### config.mk
export PLATFORM = sky130hd
export DESIGN_NAME = shdrbg_outbuf
export DESIGN_NICKNAME = d
export VERILOG_FILES = /design/src/rtl/core/siphash_counter_drbg_macros.svh /design/src/rtl/core/shdrbg_pkg.sv /design/src/rtl/core/shdrbg_outbuf.sv
export SDC_FILE = /design/constraint.sdc
export NUM_CORES = 1
export LEC_CHECK = 0
export BUFFER_PORTS_ARGS = -buffer_cell sky130_fd_sc_hd__buf_2
export CORE_ASPECT_RATIO = 0.9
export CORE_MARGIN = 10
export CORE_UTILIZATION = 35
export DETAILED_ROUTE_END_ITERATION = 16
export GPL_ROUTABILITY_DRIVEN = 1
export PLACE_DENSITY_LB_ADDON = 0.3
export SYNTH_ARGS = -nofsm -noshare
export SYNTH_HDL_FRONTEND = slang
export SYNTH_SLANG_ARGS = --single-unit
export TNS_END_PERCENT = 1
### constraint.sdc
create_clock -name clk -period 13.1 [get_ports clk]
set_input_delay 3.275 -clock clk [delete_from_list [all_inputs] [get_ports clk]]
set_output_delay 3.275 -clock clk [all_outputs]
set_load 0.02 [all_outputs]
### src/rtl/core/siphash_counter_drbg_macros.svh
// Assertion macros shared by the SipHash counter DRBG RTL.
// Pulled in with an include by the modules that carry assertions; no dependencies.
`ifndef SIPHASH_COUNTER_DRBG_MACROS_SVH
`define SIPHASH_COUNTER_DRBG_MACROS_SVH

// same-cycle implication, disabled during reset
`define SHDRBG_ASSERT_IMPL(label, clk, rst_n, ante, cons) \
  label: assert property (@(posedge clk) disable iff (!rst_n) (ante) |-> (cons)) \
    else $error("shdrbg assertion failed");

// next-cycle implication, disabled during reset
`define SHDRBG_ASSERT_NEXT(label, clk, rst_n, ante, cons) \
  label: assert property (@(posedge clk) disable iff (!rst_n) (ante) |=> (cons)) \
    else $error("shdrbg assertion failed");

`endif

### src/rtl/core/shdrbg_pkg.sv
// Package for the SipHash-2-4 counter DRBG: constants, lane types, half-round functions.
// No dependencies; used by every module of the block.
`timescale 1ns / 1ps

package shdrbg_pkg;

  localparam int unsigned WORD_W     = 64;
  localparam int unsigned RAND_W     = 32;
  localparam int unsigned CFG_IDX_W  = 1;

  localparam logic [WORD_W-1:0] SIP_INIT0     = 64'h736f6d6570736575;
  localparam logic [WORD_W-1:0] SIP_INIT1     = 64'h646f72616e646f6d;
  localparam logic [WORD_W-1:0] SIP_INIT2     = 64'h6c7967656e657261;
  localparam logic [WORD_W-1:0] SIP_INIT3     = 64'h7465646279746573;
  localparam logic [WORD_W-1:0] SIP_LEN_BLOCK = 64'h0800000000000000;
  localparam logic [WORD_W-1:0] SIP_FINAL_XOR = 64'h00000000000000ff;

  // register indexes on the config port
  localparam logic [CFG_IDX_W-1:0] REG_KEY_FIRST  = 1'b0;
  localparam logic [CFG_IDX_W-1:0] REG_KEY_SECOND = 1'b1;

  // one pipeline stage per half round: 2 + 2 compression rounds, 4 final rounds
  localparam int unsigned NUM_STAGES     = 16;
  localparam int unsigned STAGE_MSG_END  = 4;   // counter block done, length block starts
  localparam int unsigned STAGE_LEN_END  = 8;   // length block done, finalization starts

  typedef struct packed {
    logic [WORD_W-1:0] a;
    logic [WORD_W-1:0] b;
    logic [WORD_W-1:0] c;
    logic [WORD_W-1:0] d;
  } lanes_t;

  typedef struct packed {
    logic [WORD_W-1:0] idx;
    lanes_t            lanes;
  } item_t;

  function automatic logic [WORD_W-1:0] rotl13(input logic [WORD_W-1:0] x);
    rotl13 = {x[WORD_W-14:0], x[WORD_W-1:WORD_W-13]};
  endfunction

  function automatic logic [WORD_W-1:0] rotl16(input logic [WORD_W-1:0] x);
    rotl16 = {x[WORD_W-17:0], x[WORD_W-1:WORD_W-16]};
  endfunction

  function automatic logic [WORD_W-1:0] rotl17(input logic [WORD_W-1:0] x);
    rotl17 = {x[WORD_W-18:0], x[WORD_W-1:WORD_W-17]};
  endfunction

  function automatic logic [WORD_W-1:0] rotl21(input logic [WORD_W-1:0] x);
    rotl21 = {x[WORD_W-22:0], x[WORD_W-1:WORD_W-21]};
  endfunction

  function automatic logic [WORD_W-1:0] rotl32(input logic [WORD_W-1:0] x);
    rotl32 = {x[WORD_W-33:0], x[WORD_W-1:WORD_W-32]};
  endfunction

  // first half of SipRound: a+=b and c+=d side by side
  function automatic lanes_t half_a(input lanes_t s);
    lanes_t r;
    logic [WORD_W-1:0] sa;
    logic [WORD_W-1:0] sc;
    sa  = s.a + s.b;
    sc  = s.c + s.d;
    r.b = rotl13(s.b) ^ sa;
    r.a = rotl32(sa);
    r.d = rotl16(s.d) ^ sc;
    r.c = sc;
    half_a = r;
  endfunction

  // second half of SipRound: a+=d and c+=b side by side
  function automatic lanes_t half_b(input lanes_t s);
    lanes_t r;
    logic [WORD_W-1:0] sa;
    logic [WORD_W-1:0] sc;
    sa  = s.a + s.d;
    sc  = s.c + s.b;
    r.d = rotl21(s.d) ^ sa;
    r.a = sa;
    r.b = rotl17(s.b) ^ sc;
    r.c = rotl32(sc);
    half_b = r;
  endfunction

endpackage

### src/rtl/core/shdrbg_outbuf.sv
// Output register with skid slot for the DRBG; folds the four lanes into the result word.
// Depends on shdrbg_pkg.
`timescale 1ns / 1ps

module shdrbg_outbuf (
  input  logic                               clk,
  input  logic                               rst_n,
  input  logic                               push_valid,
  input  shdrbg_pkg::item_t                  push_item,
  output logic                               push_ready,
  output logic                               out_valid,
  input  logic                               out_ready,
  output logic [shdrbg_pkg::RAND_W-1:0]      out_random_word,
  output logic [shdrbg_pkg::WORD_W-1:0]      out_sequence_index
);

  logic                               out_valid_r;
  logic [shdrbg_pkg::RAND_W-1:0]      word_r;
  logic [shdrbg_pkg::WORD_W-1:0]      idx_r;
  logic                               skid_valid_r;
  logic [shdrbg_pkg::RAND_W-1:0]      skid_word_r;
  logic [shdrbg_pkg::WORD_W-1:0]      skid_idx_r;
  logic [shdrbg_pkg::WORD_W-1:0]      fold;
  logic                               push;
  logic                               drain;

  assign fold  = push_item.lanes.a ^ push_item.lanes.b ^ push_item.lanes.c ^ push_item.lanes.d;
  assign push  = push_valid && push_ready;
  assign drain = !out_valid_r || out_ready;

  always_ff @(posedge clk) begin
    if (!rst_n) begin
      out_valid_r  <= 1'b0;
      skid_valid_r <= 1'b0;
    end else if (drain) begin
      if (skid_valid_r) begin
        out_valid_r  <= 1'b1;
        skid_valid_r <= 1'b0;
      end else begin
        out_valid_r <= push;
      end
    end else if (push) begin
      skid_valid_r <= 1'b1;
    end
  end

  always_ff @(posedge clk) begin
    if (drain) begin
      if (skid_valid_r) begin
        word_r <= skid_word_r;
        idx_r  <= skid_idx_r;
      end else begin
        word_r <= fold[shdrbg_pkg::RAND_W-1:0];
        idx_r  <= push_item.idx;
      end
    end else if (push) begin
      skid_word_r <= fold[shdrbg_pkg::RAND_W-1:0];
      skid_idx_r  <= push_item.idx;
    end
  end

  assign push_ready         = !skid_valid_r;
  assign out_valid          = out_valid_r;
  assign out_random_word    = word_r;
  assign out_sequence_index = idx_r;

endmodule

Word level (Yosys, flattened, before mapping)
Index checks and enable logic that the tools add are counted.
Widths: inputs -> output; s select.

storage, ports and cells
  logic and storage cells = 20
  ROM bits = 0
  memory bits (writable) = 0
  latch bits = 0
  input bits = 324
  memories kept = 0
  register bits = 194
  output and inout port bits = 98

operators by class
  divide/modulo/power cells = 0
  reductions and logical operators = 6
  bitwise logic cells = 5
  order comparisons = 0
  $add $sub $neg = 0
  equality and inequality tests = 0
  muxes and demuxes = 3
  shift operators = 0
  $mul = 0

operators by type and width
  kind               count
  $xor 32x32->32     3
  $mux 64            1
  $mux 32            1
  $logic_not 1->1    2
  $not 1->1          2
  $reduce_and 2->1   1
  $reduce_or 2->1    1
  $logic_and 1x1->1  1
  $logic_or 1x1->1   1
  $mux 1             1

Logic depth before layout (Yosys ltp)
  depth after elaboration = 4
  depth in mapped cells = 4
  mapped depth without buffers = 3

Worst setup path before layout
Ideal clock, no wire load.

  path type = input to register
  start = in out_ready
  end = reg skid_idx_r[0] (netlist name), enable pin
  path slack = -403 ps
  path buffers = 0
  stages = 2
  setup time = 688 ps
  required time = 12412 ps
  data arrival time = 12815 ps
  path through = nand2b_1 > nor3b_1

between the ends
  cells in the longest elaborated chain, start to end = 3

RTL lines
  what                        line                 RTL
  start, declared             shdrbg_outbuf.sv:12  input logic out_ready,
  $logic_or 1x1->1            shdrbg_outbuf.sv:29  assign drain = !out_valid_r || out_ready;
  $not 1->1 (no line)         n/a
  $reduce_and 2->1 (no line)  n/a
  end signal, assigned        shdrbg_outbuf.sv:58  skid_idx_r <= push_item.idx;
  end, declared               shdrbg_outbuf.sv:22  logic [shdrbg_pkg::WORD_W-1:0] skid_idx_r;

No other way between the ends.
A chain may end at the register's enable or synchronous reset.

Worst setup path in the final report
  start = reg skid_valid_r
  end = out push_ready

between the ends
  cells in the longest elaborated chain, start to end = 1

RTL lines
  what                    line                 RTL
  start, declared         shdrbg_outbuf.sv:20  logic skid_valid_r;
  start signal, assigned  shdrbg_outbuf.sv:34  skid_valid_r <= 1'b0;
  start signal, assigned  shdrbg_outbuf.sv:38  skid_valid_r <= 1'b0;
  start signal, assigned  shdrbg_outbuf.sv:43  skid_valid_r <= 1'b1;
  $logic_not 1->1         shdrbg_outbuf.sv:62  assign push_ready = !skid_valid_r;
  end, declared           shdrbg_outbuf.sv:10  output logic push_ready,

No other way between the ends.

==> results by stage <==
Critical path:
- The launching element type of the critical path is a flip-flop.
- STA classifies the critical path endpoint as an output port.
- The highest fanout seen on the critical path is 33.
- The kind of critical path is flip-flop to output port.
- The most critical setup path has its startpoint at skid_valid_r.
- The data required time of the critical path is 9.82 ns.
- The startpoint identified for the worst register-to-register timing path is out_valid.
- STA puts the critical path data arrival time at 1.63 ns.

Floorplan:
- The region available for standard cell placement spans 0.0219 mm^2.
- The die covers 0.0289 mm^2.
- Once the floorplan was initialized, standard cells occupied 35.9% of the core.
- The row count is 51.
- Pin placement for this block handled 422 I/O pins.
- The die height is 162 um.
- The width of the die is 178 um.

Timing:
- The maximum clock frequency is 204 MHz.
- The maximum clock skew at final layout is 0.0103 ns.
- Counting I/O delays and the setup requirement, the final critical path takes 4.91 ns.
- The final count of pins violating max slew is 0.
- Setup repair after global routing left no endpoint under its margin.
- After routing, the total negative slack on setup checks comes to 0 ns.
- The total count of hold-check failures in the final report is 0.
- Setup violations remaining at the end of the flow were counted as 0.
- For the pin with the worst max-slew slack, the measured transition is 0.930 ns.
- The share of the clock period used by the worst path after layout is 37.5%.
- The worst pin sits at a relative slew slack of 38.0%.

Global route:
- For met1 alone, demand over resource in global routing was 14.1%.
- The number of global-route vias before repair is 5,043.
- The number of antenna violations at the first check in global routing is 2.
- Global routing consumed, on the met3 layer, 6.07% of the routing resources.
- The leftover overflow at the end of global routing is 0.
- In the global route stage, met2 resource usage came out at 20.2%.
- Entering global routing, the biggest net connects 69 pins.
- The wire length of the first global-routing pass is 27,600 um.
- In the global route stage, overall resource usage came out at 12.3%.
- met2 is the most crowded layer.

Synthesis:
- The post-synthesis cell type with the largest combined area is sky130_fd_sc_hd__edfxtp_1.
- The Yosys step of the flow raised 0 warnings.
- The synthesis-stage register bit count is 194.
- The post-synthesis net count is 726.
- After technology mapping, the gate count stands at 402.
- The synthesized design devotes to its leading area cell type 73.3% of total area.
- The mean area per synthesized cell is 19.6 um^2.
- The number of different library cells used by synthesis comes to 12.
- The proportion of synthesized chip area in sequential cells is 73.8%.
- The area of the mapped netlist is 0.00786 mm^2.
- By area the synthesized netlist is led by sky130_fd_sc_hd__edfxtp_1, sky130_fd_sc_hd__mux2_2, sky130_fd_sc_hd__xnor2_1.

Clocking:
- The number of setup buffers added after CTS is 0.
- The count of H-tree levels built during CTS is 4.
- The insertion delay of the later-clocked pin in the worst-skew pair is 0.42 ns.
- The clock tree from TritonCTS is done.
- The longest clock path from root to sink contains 2 buffers.
- The cell sitting at the root of the clock tree is a sky130_fd_sc_hd__clkbuf_16.
- Gates resized during post-CTS repair numbered 0.
- Hold repair after CTS inserted 0 buffers.
- The CTS clock-pin slew for the worst setup and hold paths is 0.07 ns.
- Counting the buffers created by CTS gives 17.
- The number of sinks on the clock net is 194.

Drt:
- For this block, the routed nets add up to 18,100 um of wire.
- The detail-routed net length per standard cell is 17.9 um.
- The via count is 4,500.
- The average via count per standard cell is 4.44.
- The first detailed-routing pass took 4 iterations.
- The detail route stage leaves a number of antenna-violating nets equal to 0.
- The first routing iteration left 236 violations.
- In the routed design, unresolved DRC markers number 0.

Cells and area:
- The finished cells cover 0.0102 mm^2.
- The post-route netlist has 59.4% of its cells at a drive strength greater than 1.
- The most frequent standard cell in the layout excluding fill and tap cells is sky130_fd_sc_hd__buf_2.
- The area growth from synthesis to layout is 30.1%.
- The final layout contains 1,032 nets.
- Cells fill 46.8% of the core in the end.
- The library cells used most frequently in the layout, excluding fill and tap cells, are sky130_fd_sc_hd__buf_2, sky130_fd_sc_hd__edfxtp_1, sky130_fd_sc_hd__mux2_2, sky130_fd_sc_hd__xnor2_1, sky130_fd_sc_hd__xor2_1.

Place:
- The quantity of I/O buffers inserted on ports is 293.
- The wire-length estimate of the detail-placed layout is 13,400 um.
- In this run the cell area measured after placement is 0.00964 mm^2.
- Routability-driven placement finished with a final weighted congestion of 0.740.

Run:
- The number of max-capacitance violations reported is 0.

Power and ir drop:
- The standby leakage power is 0.00400 uW.
- The largest vdd supply drop is 64.9 uV.
- Dividing total power by cell area gives a power density of 144 mW/mm^2.
- The total chip power is 1470 uW.

Hold path:
- The worst hold-check path type is flip-flop to flip-flop.
- In this run the most critical hold path is launched from skid_idx_r[49].

Run status:
- The flow ran to the end, and the final reports show no timing, DRC or antenna violations.
==> routing by layer <==
| layer | wire (um) | part of all wire, % |
|---|---|---|
| met1 | 7170 | 40 |
| met2 | 8930 | 49 |
| met3 | 1910 | 11 |
| met4 | 126 | 0.69 |
| met5 | 0 | 0 |
==> through the flow <==
stage                     hold WS, ns  worst slack, ns  std cells
after detailed placement        0.530             7.75        980
after global placement          0.530             7.79        980
after floorplan                 0.523            0.668        402
after CTS                       0.549             8.12       1012
final                           0.544             8.19       1014
after global routing            0.558             8.05       1012
==> logic make-up (layout without fill, tap and decap cells) <==
logic type,count (synthesis),in the layout,synth area share [%]
mux,96,96,13.7
other cells,0,2,0
simple gates,4,4,0.318
xor+xnor,96,96,10.7
compound gates,1,1,0.0955
buf+inv,11,330,1.32
flops,194,194,73.8
==> critical path: stages (launching register included) <==
cell,delay [ns]
sky130_fd_sc_hd__dfxtp_2,0.33
sky130_fd_sc_hd__inv_2,0.58
sky130_fd_sc_hd__buf_2,0.30
==> where the power goes <==
| group | switching (uW) | internal [uW] | leakage, uW |
|---|---|---|---|
| clock network | 250 | 257 | 0.000288 |
| logic | 118 | 92.2 | 0.00182 |
| registers | 11.1 | 741 | 0.00188 |
==> cells in the mapped netlist <==
cell and n:
sky130_fd_sc_hd__nor3b_1 2, sky130_fd_sc_hd__edfxtp_1 192, sky130_fd_sc_hd__xnor2_1 64, sky130_fd_sc_hd__a21boi_0 1, sky130_fd_sc_hd__xor2_1 32, sky130_fd_sc_hd__inv_2 1
sky130_fd_sc_hd__buf_6 8, sky130_fd_sc_hd__mux2_2 96, sky130_fd_sc_hd__buf_2 2, sky130_fd_sc_hd__nor2_1 1, sky130_fd_sc_hd__nand2b_1 1, sky130_fd_sc_hd__dfxtp_1 2
==> sequential cells by signal (all words and copies together), names as in the netlist <==
signal	count
out_sequence_index	64
skid_word_r	32
out_random_word	32
out_valid	1
skid_valid_r	1
skid_idx_r	64
==> final cells by class <==
cell class / instances / area [um^2]
antenna: 2 / 5.00
inverter: 1 / 3.75
clock inverter: 15 / 165
tap: 291 / 364
clock buffer: 17 / 425
timing repair buffer: 297 / 1500
fill: 1966 / 11700
multi-input combinational: 197 / 1970
sequential: 194 / 5810
==> final timing paths <==
path / cells after the start / endpoint / slack (ns)
worst max-delay path: 2 / push_ready / 8.19
worst min register to register: 1 / out_sequence_index[49] / 0.54
worst min-delay path: 1 / out_sequence_index[49] / 0.54
worst max register to register: 3 / skid_word_r[1] / 10.91
(Power assumes the default switching activity.)
