`src/rtl/core/siphash_counter_drbg_macros.svh`:
```
// Assertion macros shared by the SipHash counter DRBG RTL.
// Pulled in with an include by the modules that carry assertions; no dependencies.
`ifndef SIPHASH_COUNTER_DRBG_MACROS_SVH
`define SIPHASH_COUNTER_DRBG_MACROS_SVH

// same-cycle implication, disabled during reset
`define SHDRBG_ASSERT_IMPL(label, clk, rst_n, ante, cons) \
  label: assert property (@(posedge clk) disable iff (!rst_n) (ante) |-> (cons)) \
    else $error("shdrbg assertion failed");

// next-cycle implication, disabled during reset
`define SHDRBG_ASSERT_NEXT(label, clk, rst_n, ante, cons) \
  label: assert property (@(posedge clk) disable iff (!rst_n) (ante) |=> (cons)) \
    else $error("shdrbg assertion failed");

`endif

```
`src/rtl/core/shdrbg_pkg.sv`:
```
// Package for the SipHash-2-4 counter DRBG: constants, lane types, half-round functions.
// No dependencies; used by every module of the block.
`timescale 1ns / 1ps

package shdrbg_pkg;

  localparam int unsigned WORD_W     = 64;
  localparam int unsigned RAND_W     = 32;
  localparam int unsigned CFG_IDX_W  = 1;

  localparam logic [WORD_W-1:0] SIP_INIT0     = 64'h736f6d6570736575;
  localparam logic [WORD_W-1:0] SIP_INIT1     = 64'h646f72616e646f6d;
  localparam logic [WORD_W-1:0] SIP_INIT2     = 64'h6c7967656e657261;
  localparam logic [WORD_W-1:0] SIP_INIT3     = 64'h7465646279746573;
  localparam logic [WORD_W-1:0] SIP_LEN_BLOCK = 64'h0800000000000000;
  localparam logic [WORD_W-1:0] SIP_FINAL_XOR = 64'h00000000000000ff;

  // register indexes on the config port
  localparam logic [CFG_IDX_W-1:0] REG_KEY_FIRST  = 1'b0;
  localparam logic [CFG_IDX_W-1:0] REG_KEY_SECOND = 1'b1;

  // one pipeline stage per half round: 2 + 2 compression rounds, 4 final rounds
  localparam int unsigned NUM_STAGES     = 16;
  localparam int unsigned STAGE_MSG_END  = 4;   // counter block done, length block starts
  localparam int unsigned STAGE_LEN_END  = 8;   // length block done, finalization starts

  typedef struct packed {
    logic [WORD_W-1:0] a;
    logic [WORD_W-1:0] b;
    logic [WORD_W-1:0] c;
    logic [WORD_W-1:0] d;
  } lanes_t;

  typedef struct packed {
    logic [WORD_W-1:0] idx;
    lanes_t            lanes;
  } item_t;

  function automatic logic [WORD_W-1:0] rotl13(input logic [WORD_W-1:0] x);
    rotl13 = {x[WORD_W-14:0], x[WORD_W-1:WORD_W-13]};
  endfunction

  function automatic logic [WORD_W-1:0] rotl16(input logic [WORD_W-1:0] x);
    rotl16 = {x[WORD_W-17:0], x[WORD_W-1:WORD_W-16]};
  endfunction

  function automatic logic [WORD_W-1:0] rotl17(input logic [WORD_W-1:0] x);
    rotl17 = {x[WORD_W-18:0], x[WORD_W-1:WORD_W-17]};
  endfunction

  function automatic logic [WORD_W-1:0] rotl21(input logic [WORD_W-1:0] x);
    rotl21 = {x[WORD_W-22:0], x[WORD_W-1:WORD_W-21]};
  endfunction

  function automatic logic [WORD_W-1:0] rotl32(input logic [WORD_W-1:0] x);
    rotl32 = {x[WORD_W-33:0], x[WORD_W-1:WORD_W-32]};
  endfunction

  // first half of SipRound: a+=b and c+=d side by side
  function automatic lanes_t half_a(input lanes_t s);
    lanes_t r;
    logic [WORD_W-1:0] sa;
    logic [WORD_W-1:0] sc;
    sa  = s.a + s.b;
    sc  = s.c + s.d;
    r.b = rotl13(s.b) ^ sa;
    r.a = rotl32(sa);
    r.d = rotl16(s.d) ^ sc;
    r.c = sc;
    half_a = r;
  endfunction

  // second half of SipRound: a+=d and c+=b side by side
  function automatic lanes_t half_b(input lanes_t s);
    lanes_t r;
    logic [WORD_W-1:0] sa;
    logic [WORD_W-1:0] sc;
    sa  = s.a + s.d;
    sc  = s.c + s.b;
    r.d = rotl21(s.d) ^ sa;
    r.a = sa;
    r.b = rotl17(s.b) ^ sc;
    r.c = rotl32(sc);
    half_b = r;
  endfunction

endpackage

```
`src/rtl/core/shdrbg_stage.sv`:
```
// One pipeline stage of the SipHash-2-4 datapath: block injection plus one half round.
// Depends on shdrbg_pkg.
`timescale 1ns / 1ps

module shdrbg_stage #(
  parameter int unsigned STAGE = 0
) (
  input  logic                clk,
  input  logic                rst_n,
  input  logic                en,
  input  logic                in_valid,
  input  shdrbg_pkg::item_t   in_item,
  output logic                out_valid,
  output shdrbg_pkg::item_t   out_item
);

  logic                valid_r;
  shdrbg_pkg::item_t   item_r;
  shdrbg_pkg::lanes_t  pre;
  shdrbg_pkg::item_t   item_nxt;

  always_comb begin
    pre = in_item.lanes;
    if (STAGE == 0) begin
      pre.d = pre.d ^ in_item.idx;
    end
    if (STAGE == shdrbg_pkg::STAGE_MSG_END) begin
      // close the counter block, open the length block
      pre.a = pre.a ^ in_item.idx;
      pre.d = pre.d ^ shdrbg_pkg::SIP_LEN_BLOCK;
    end
    if (STAGE == shdrbg_pkg::STAGE_LEN_END) begin
      pre.a = pre.a ^ shdrbg_pkg::SIP_LEN_BLOCK;
      pre.c = pre.c ^ shdrbg_pkg::SIP_FINAL_XOR;
    end
    item_nxt.idx = in_item.idx;
    if ((STAGE % 2) == 0) begin
      item_nxt.lanes = shdrbg_pkg::half_a(pre);
    end else begin
      item_nxt.lanes = shdrbg_pkg::half_b(pre);
    end
  end

  always_ff @(posedge clk) begin
    if (!rst_n) begin
      valid_r <= 1'b0;
    end else if (en) begin
      valid_r <= in_valid;
    end
  end

  always_ff @(posedge clk) begin
    if (en) begin
      item_r <= item_nxt;
    end
  end

  assign out_valid = valid_r;
  assign out_item  = item_r;

endmodule

```
`config.mk`:
```
export PLATFORM = sky130hd
export DESIGN_NAME = shdrbg_stage
export DESIGN_NICKNAME = d
export VERILOG_FILES = /design/src/rtl/core/siphash_counter_drbg_macros.svh /design/src/rtl/core/shdrbg_pkg.sv /design/src/rtl/core/shdrbg_stage.sv
export SDC_FILE = /design/constraint.sdc
export NUM_CORES = 1
export LEC_CHECK = 0
export CAP_MARGIN = 20
export CELL_PAD_IN_SITES_DETAIL_PLACEMENT = 0
export CELL_PAD_IN_SITES_GLOBAL_PLACEMENT = 1
export CORE_AREA = 2 2 249 251
export DETAILED_ROUTE_END_ITERATION = 6
export DIE_AREA = 0 0 251 253
export DONT_BUFFER_PORTS = 1
export PLACE_DENSITY = 0.55
export SYNTH_ARGS = -nofsm -noshare
export SYNTH_HDL_FRONTEND = slang
export SYNTH_SLANG_ARGS = --single-unit
```
`constraint.sdc`:
```
create_clock -name clk -period 3.55 [get_ports clk]
set_input_delay 0.71 -clock clk [delete_from_list [all_inputs] [get_ports clk]]
set_output_delay 0.71 -clock clk [all_outputs]
set_load 0.05 [all_outputs]
```
### After elaboration in Yosys (flattened, before gate mapping)

Index checks and enable logic that the tools add are counted.

* memory bits (read-only): 0
* latch bits: 0
* input bits: 324
* flip-flop bits (word level): 321
* memory bits (writable): 0
* logic and storage cells: 11
* memories: 0

* add/sub/neg operators: 2
* reduce and logical (&&, ||, !) cells: 0
* divide/modulo/power cells: 0
* magnitude comparators: 0
* $mul: 0
* equal/unequal tests: 0
* shift operators: 0
* bitwise operators: 3
* multiplexer cells: 0

Operators with widths (number)
* $xor 64x64->64: 3
* $add 64x64->64: 2

### Depth between registers and ports, before layout

Gate-level depths: netlist of run 1.

* word-level depth: 3
* depth in mapped cells: 13
* mapped depth without buffers: 13

### Worst setup path before layout of run 1

OpenSTA, ideal clock, no wires.

* path type: input to register
* from: input port in_item[256] (netlist name)
* to: register item_r, in the netlist out_item[26], data pin
* library setup time: 0.265 ns
* path buffers: 0
* setup slack: -0.224 ns
* stages on the path: 13
* data required time: 3.285 ns
* arrival: 3.509 ns
* cells stage by stage: xor2_1 -> ha_1 -> fa_1 -> a21o_1 -> a221o_1 -> o21ai_1 -> o21ai_1 -> a21boi_0 -> o21ai_0 -> a21oi_1 -> o31ai_1 -> xor2_1 -> xor2_1

RTL lines
* start: declaration: RTL line shdrbg_stage.sv:12 `input shdrbg_pkg::item_t in_item,`
* end signal: assignment: RTL line shdrbg_stage.sv:54 `item_r <= item_nxt;`
* end: declaration: RTL line shdrbg_stage.sv:18 `shdrbg_pkg::item_t item_r;`

==> results of run 1 <==
==> worst max-delay path by stage <==
stage / start / endpoint / slack (ns) / cells after the start
after floorplan: in_item[256] / out_item[56] / -0.06 / 13
after global placement: in_item[267] / out_item[47] / -0.44 / 15
after detailed placement: in_item[256] / out_item[48] / -0.49 / 13
after CTS: in_item[256] / out_item[48] / 0.08 / 13
after global routing: in_item[267] / out_item[47] / -0.02 / 15
final: in_item[256] / out_item[46] / 0.11 / 14
==> repair_timing <==
| item | CTS | global route |
|---|---|---|
| setup endpoints to repair | 0 | 11 |
| gates resized for setup | 0 | 3 |
| buffers inserted | 0 | 1 |
==> state kept, by name, summed over array words and instances, names as in the netlist <==
register   flops
out_item     320
out_valid      1
==> kinds of logic after synthesis <==
logic type	synth area share
xor+xnor	0.153
fa+ha+maj	0.0907
simple gates	0.0805
mux	0.000533
buf+inv	0.0144
compound gates	0.149
flops	0.512
==> per-stage QoR <==
| stage | worst slack, ns | util | instances |
|---|---|---|---|
| 4_1_cts | 0.0753 | 0.379 | 2716 |
| 3_5_place_dp | -0.493 | 0.360 | 2650 |
| 3_3_place_gp | -0.445 | 0.360 | 2650 |
| 6_report | 0.107 | 0.379 | 2722 |
| 5_1_grt | -0.0206 | 0.379 | 2718 |
| 2_1_floorplan | -0.0636 | - | 1602 |
==> layout make-up <==
class                   count  area (µm²)  area share
clock buffers              46        1000      0.0433
clock inverters            20         163     0.00703
diodes                      5        12.5    0.000540
repair buffers            305        2300      0.0994
multi-input cells        1211        8960       0.387
well taps                 790         988      0.0427
inverters                  24        90.1     0.00389
flip-flops and latches    321        9630       0.416
==> worst max-delay path: stages <==
cell and delay, ns:
xor2_4 0.17, ha_4 0.18, fa_2 0.37, a21o_1 0.21, a221o_1 0.35, buf_4 0.17
o21ai_2 0.15, o21ai_1 0.12, a21oi_1 0.13, o21ai_0 0.17, a31oi_1 0.29, o221ai_1 0.26
xor2_1 0.22, xor2_1 0.18
==> power by group through the flow <==
stage               sequential, mW  combinational [mW]  clock, mW
floorplan                     7.92                1.97          0
global placement              8.18                3.54          0
detailed placement            8.16                3.57          0
CTS                           8.11                3.59       3.85
global route                  8.14                3.89       3.96
finish                        8.09                3.57       3.73
==> layer usage <==
metal	GRT usage	up-vias	share of wire
met4	0.0551	6	0.023
met1	0.225	6843	0.35
met5	0	-	0.00057
met3	0.0698	84	0.079
met2	0.427	534	0.55
li1	-	6589	-
==> placed cells by master (no fill, tap or decap), types with 7 or more instances in the layout <==
cell type  netlist  layout
buf_4            0     304
o21ai_0         75      75
nand4_1         41      41
o21a_1          17      17
nor2b_1         10      10
o21bai_1        24      24
a31oi_1         18      18
and2_1           9       9
a211oi_1        17      15
xor2_1         233     232
ha_1           133     132
clkinv_1         0       7
inv_1           24      24
a21o_1          62      62
clkbuf_16        0      39
nor3_1          17      17
nor2_1          80      80
and3_1           9       9
a21oi_1        142     139
clkbuf_1        38       7
edfxtp_1       320     320
nand3_1         16      16
xnor2_1         89      88
nand2_1        106     106
==> results.yml, run 1 <==
setup_path:
  worst_r2r_startpoint: "out_valid"
  worst_setup_path_start_kind: "input pin"
  path_max_fanout: 3
  worstPathRequired_ns: 3.80
  reg2reg_depth: 2
  cp.arrival_ns: 3.70
  r2r_end: "out_valid"
  end_kind: "flip-flop"
  crit_type: "in -> reg"
  r2r_slack_ns: 2.60
detailed_routing:
  vias: 14100
  ant_nets: 0
  drcViolationCount: 0
  drt_iter0_markers: 817
  routed_wl_mm: 72.3
  post_drt_wl_per_cell_um: 26.5
  dr.pass1.iters: 5
  vias_per_cell: 5.16
timing:
  hold_ws_ns: 0.254
  finalCriticalPeriod_ns: 3.44
  max_freq_mhz: 290
  relSlewSlack: 0.467
  setup_viol: 0
  worst_slew_pin_slew_ns: 0.797
  fin_tns_setup_ns: 0
  skew_ns: 0
  fin_crit_sh: 0.970
  final-hold-violation-count: 0
  slew_viol_final: 0
  rsz0062_at_grt: "yes"
die:
  die_h_um: 253
  die-area_um2: 63500
  pin_count: 645
  row_count: 91
  initial_core_util: 0.308
  coreArea_um2: 61000
  die_w_um: 251
pwr:
  clkPwrFrac: 0.243
  power.density_nw_per_um2: 665
  seq_power_share: 0.526
  peakVddDrop_mv: 0.356
  cellInternalPower_mw: 8.99
  total_power_mw: 15.4
  switching_share: 0.416
  leakage_nw: 9.26
  combPwrFrac: 0.232
  p_switching_mw: 6.40
synth:
  synthDistinctLibCells: 71
  synth_area_um2: 18800
  synthesis.nets: 2061
  synthTopCellsByCount: "edfxtp_1, xor2_1, a21oi_1"
  synth.area.top_cells: "edfxtp_1, xor2_1, ha_1, xnor2_1, a21oi_1"
  synth_seq_area_share: 0.512
  postSynthAreaPerCell_um2: 11.7
  async_reset_ff_frac: 0
  yosysMostFrequentCell: "edfxtp_1"
  synthFlopType: "edfxtp_1"
  ys_seq_elements: 321
  synth_top_area_frac: 0.511
  synth-edff-count: 320
  synth_top_cell_by_area: "edfxtp_1"
  synthCells: 1602
  yosysWarnings: 0
clocking:
  cts_tree: "built"
  hold_buffers: 0
  clock_path_buffers: 3
  numCtsBuffers: 38
  clk_pin_slew_ns: 0.07
  cts_sinks: 321
  clockRootBuffer: "clkbuf_16"
  h-tree-depth: 2
  insertion_delay_ns: 0.55
min_path:
  hold_start: "in_item[266]"
  min_path_cells: 0
  worstHoldPathType: "in -> reg"
  hold-path-endpoint: "out_item[266]"
grt:
  grt_pass1_wl_mm: 101
  grt_usage: 0.220
  grt_pass1_vias: 14500
  grt_antenna_before_repair: 8
  grt_max_degree: 322
  grt.overflow.total: 0
place:
  io_buffers: 0
  hpwl_mm: 60.5
  place_area_um2: 21900
  place_congestion: 0.941
cells_and_area:
  synthToLayoutAreaGrowth_pct: 23.2
  nNetsFinal: 2360
  final_layout_size_suffix_gt1_frac: 0.206
  final_cell_area_um2: 23200
  nFillCells: 6036
status:
  status: "completed"
run:
  cap_violations: 0
Power figures use the tool's default switching activity.
==> run 2, diff against run 1 <==
Settings changed: ABC_AREA set to 1, CORE_AREA 2 2 249 251 to not set, CORE_MARGIN set to 2, CORE_UTILIZATION set to 35, DIE_AREA 0 0 251 253 to not set, PLACE_DENSITY 0.55 to 0.66.
==> run 2 against run 1 <==
Net effect:
- the run now ends with slew limit left
- flip-flop and latch count did not move
- wire length rose by 28%
- register-to-register slack got worse by 0.06 ns
- clock-buffer cell count rose by 5
- highest routed layer unchanged
==> results.yml, run 2 <==
cells_and_area:
  nNetsFinal: 3955
  final_layout_size_suffix_gt1_frac: 0.0482
  final_cell_mix: "nand2_1, inv_1, edfxtp_1, nand3_1, nor2_1"
  synthToLayoutAreaGrowth_pct: 11.3
  final_util: 0.395
  final_common_cell: "nand2_1"
  largest_register_ff_count: 320
die:
  die-area_um2: 72100
  coreArea_um2: 68900
  die_w_um: 268
  die_h_um: 268
  initial_core_util: 0.355
  pin_count: 645
  row_count: 96
detailed_routing:
  drcViolationCount: 0
  post_drt_wl_per_cell_um: 20.7
  drt_iter0_markers: 1070
  dr.pass1.iters: 5
  vias_per_cell: 4.61
  ant_nets: 0
  routed_wl_mm: 92.5
  vias: 20600
timing:
  finalCriticalPeriod_ns: 2.72
  fin_tns_setup_ns: 0
  fin_crit_sh: 0.766
  relSlewSlack: -0.429
  worst_slew_pin_slew_ns: 2.14
  setup_ws_ns: 0.830
  slew_viol_final: 195
  final-hold-violation-count: 0
  setup_viol: 0
  hold_ws_ns: 0.234
  max_freq_mhz: 368
  rsz0062_at_grt: "no"
  skew_ns: 0
synth:
  postSynthAreaPerCell_um2: 7.16
  synth_top_cell_by_area: "edfxtp_1"
  ys_seq_elements: 321
  synthesis.nets: 3877
  synthCells: 3418
  synthTopCellsByCount: "nand2_1, inv_1, edfxtp_1"
  async_reset_ff_frac: 0
  synthFlopType: "edfxtp_1"
  synth-edff-count: 320
  synth_top_area_frac: 0.393
  yosysMostFrequentCell: "nand2_1"
  yosysWarnings: 0
  synth_seq_area_share: 0.393
  synth.area.top_cells: "edfxtp_1, nand2_1, inv_1, ha_1, nand3_1"
  synthDistinctLibCells: 29
  synth_area_um2: 24500
clocking:
  clockRootBuffer: "clkbuf_16"
  cts_tree: "built"
  clk_pin_slew_ns: 0.06
  clock_path_buffers: 3
  cts_resized: 0
  insertion_delay_ns: 0.57
  numCtsBuffers: 39
  h-tree-depth: 2
  cts_sinks: 321
  hold_buffers: 0
  postCtsSetupBuffers: 0
setup_path:
  crit_start: "in_item[276]"
  crit_top_cell: "nand2_1"
  critical_path.max_stage_delay_ns: 0.47
  crit_end: "out_item[41]"
  worst_r2r_startpoint: "out_valid"
  reg2reg_depth: 2
  critPathBufInv: 1
  cp.arrival_ns: 3.04
  r2r_slack_ns: 2.54
  worstPathRequired_ns: 3.87
  cp_top_family: "simple AND/OR/NAND/NOR gates"
  crit_chain: "xnor2_1 > inv_1 > ha_1 > nand2_2 > nor3_2 > nand3_1 > nand2_1 > nand2_1 > nand2_1 > nand2_1 > nand3_1 > nand2_1"
  cp_num_cells: 12
  path_max_fanout: 4
  end_kind: "flip-flop"
  crit_type: "in -> reg"
  worst_setup_path_start_kind: "input pin"
  r2r_end: "out_valid"
  crit_path_top_delay_cell: "ha_1"
pwr:
  leakage_nw: 14.6
  power.density_nw_per_um2: 571
  peakVddDrop_mv: 0.316
status:
  status: "finished, violations left"
  failed_checks: "slew limit"
grt:
  grt_max_degree: 323
  grt_usage: 0.250
  grt.overflow.total: 0
  grt_pass1_vias: 20300
  grt_pass1_wl_mm: 130
  grt_antenna_before_repair: 6
run:
  cap_violations: 0
place:
  io_buffers: 0
  place_congestion: 0.927
  pre_cts_slack_ns: 0.231
  hpwl_mm: 79.7
min_path:
  worstHoldPathType: "in -> reg"
run 2: changes by cell type in the layout (fill, tap and decap cells not counted), sizes merged, moves of 18 or more:
cell    before   now
a211oi      18     0
a21o        62     0
o21ai       86     5
o21bai      24     4
nand2      106  1417
inv         27   765
nand3       16   235
a31oi       18     0
a21oi      144    77
xnor2       92    50
nand4       41     4
buf        305    39
nor2        80   209
xor2       233   138
run 2: how the worst min path moves through the flow:
stage | start | to | slack, ns | cells past startpoint
6_report | in_item[310] | out_item[310] | 0.23 | 0
5_1_grt | in_item[288] | out_item[288] | 0.20 | 0
4_1_cts | in_item[288] | out_item[288] | 0.19 | 0
3_5_place_dp | out_valid | out_valid | 0.79 | 2
3_3_place_gp | out_valid | out_valid | 0.78 | 2
2_1_floorplan | out_valid | out_valid | 0.75 | 2
run 2: stage by stage:
| stage | instance area, µm² | std cells | power (mW) |
|---|---|---|---|
| floorplan | 24500 | 3418 | 10.1 |
| global placement | 25900 | 4386 | 11.5 |
| detailed placement | 25900 | 4386 | 11.5 |
| CTS | 27200 | 4456 | 15.7 |
| global route | 27200 | 4459 | 16.3 |
| finish | 27200 | 4460 | 15.6 |
run 2: cell type report:
type	count	area (µm²)
inverters	767	2880
well taps	931	1160
flip-flops and latches	321	9630
repair buffers	39	305
fillers	7426	41700
clock buffers	51	1060
diodes	4	10.0
clock inverters	19	231
multi-input cells	2328	12000
run 2: cells by family after synthesis:
group	count (synthesis)	share of synthesized area
flops	321	0.393
simple gates	1905	0.316
buf+inv	769	0.118
xor+xnor	202	0.0855
fa+ha+maj	135	0.0696
compound gates	86	0.0180
run 2: layer usage:
| layer | GRT usage | up-vias | share of wire |
|---|---|---|---|
| met3 | 0.0507 | 96 | 0.059 |
| li1 | - | 10600 | - |
| met4 | 0.0791 | 6 | 0.029 |
| met2 | 0.488 | 563 | 0.54 |
| met1 | 0.267 | 9340 | 0.37 |
| met5 | 0 | - | 0.00040 |
run 2: report_power, final:
group          internal [mW]  switching (mW)  total [mW]  leakage [nW]
clock network           2.42            1.68        4.11         0.628
logic                   1.25            2.51        3.76          10.8
registers               5.13            2.56        7.69          3.14
total                   8.81            6.75        15.6          14.6
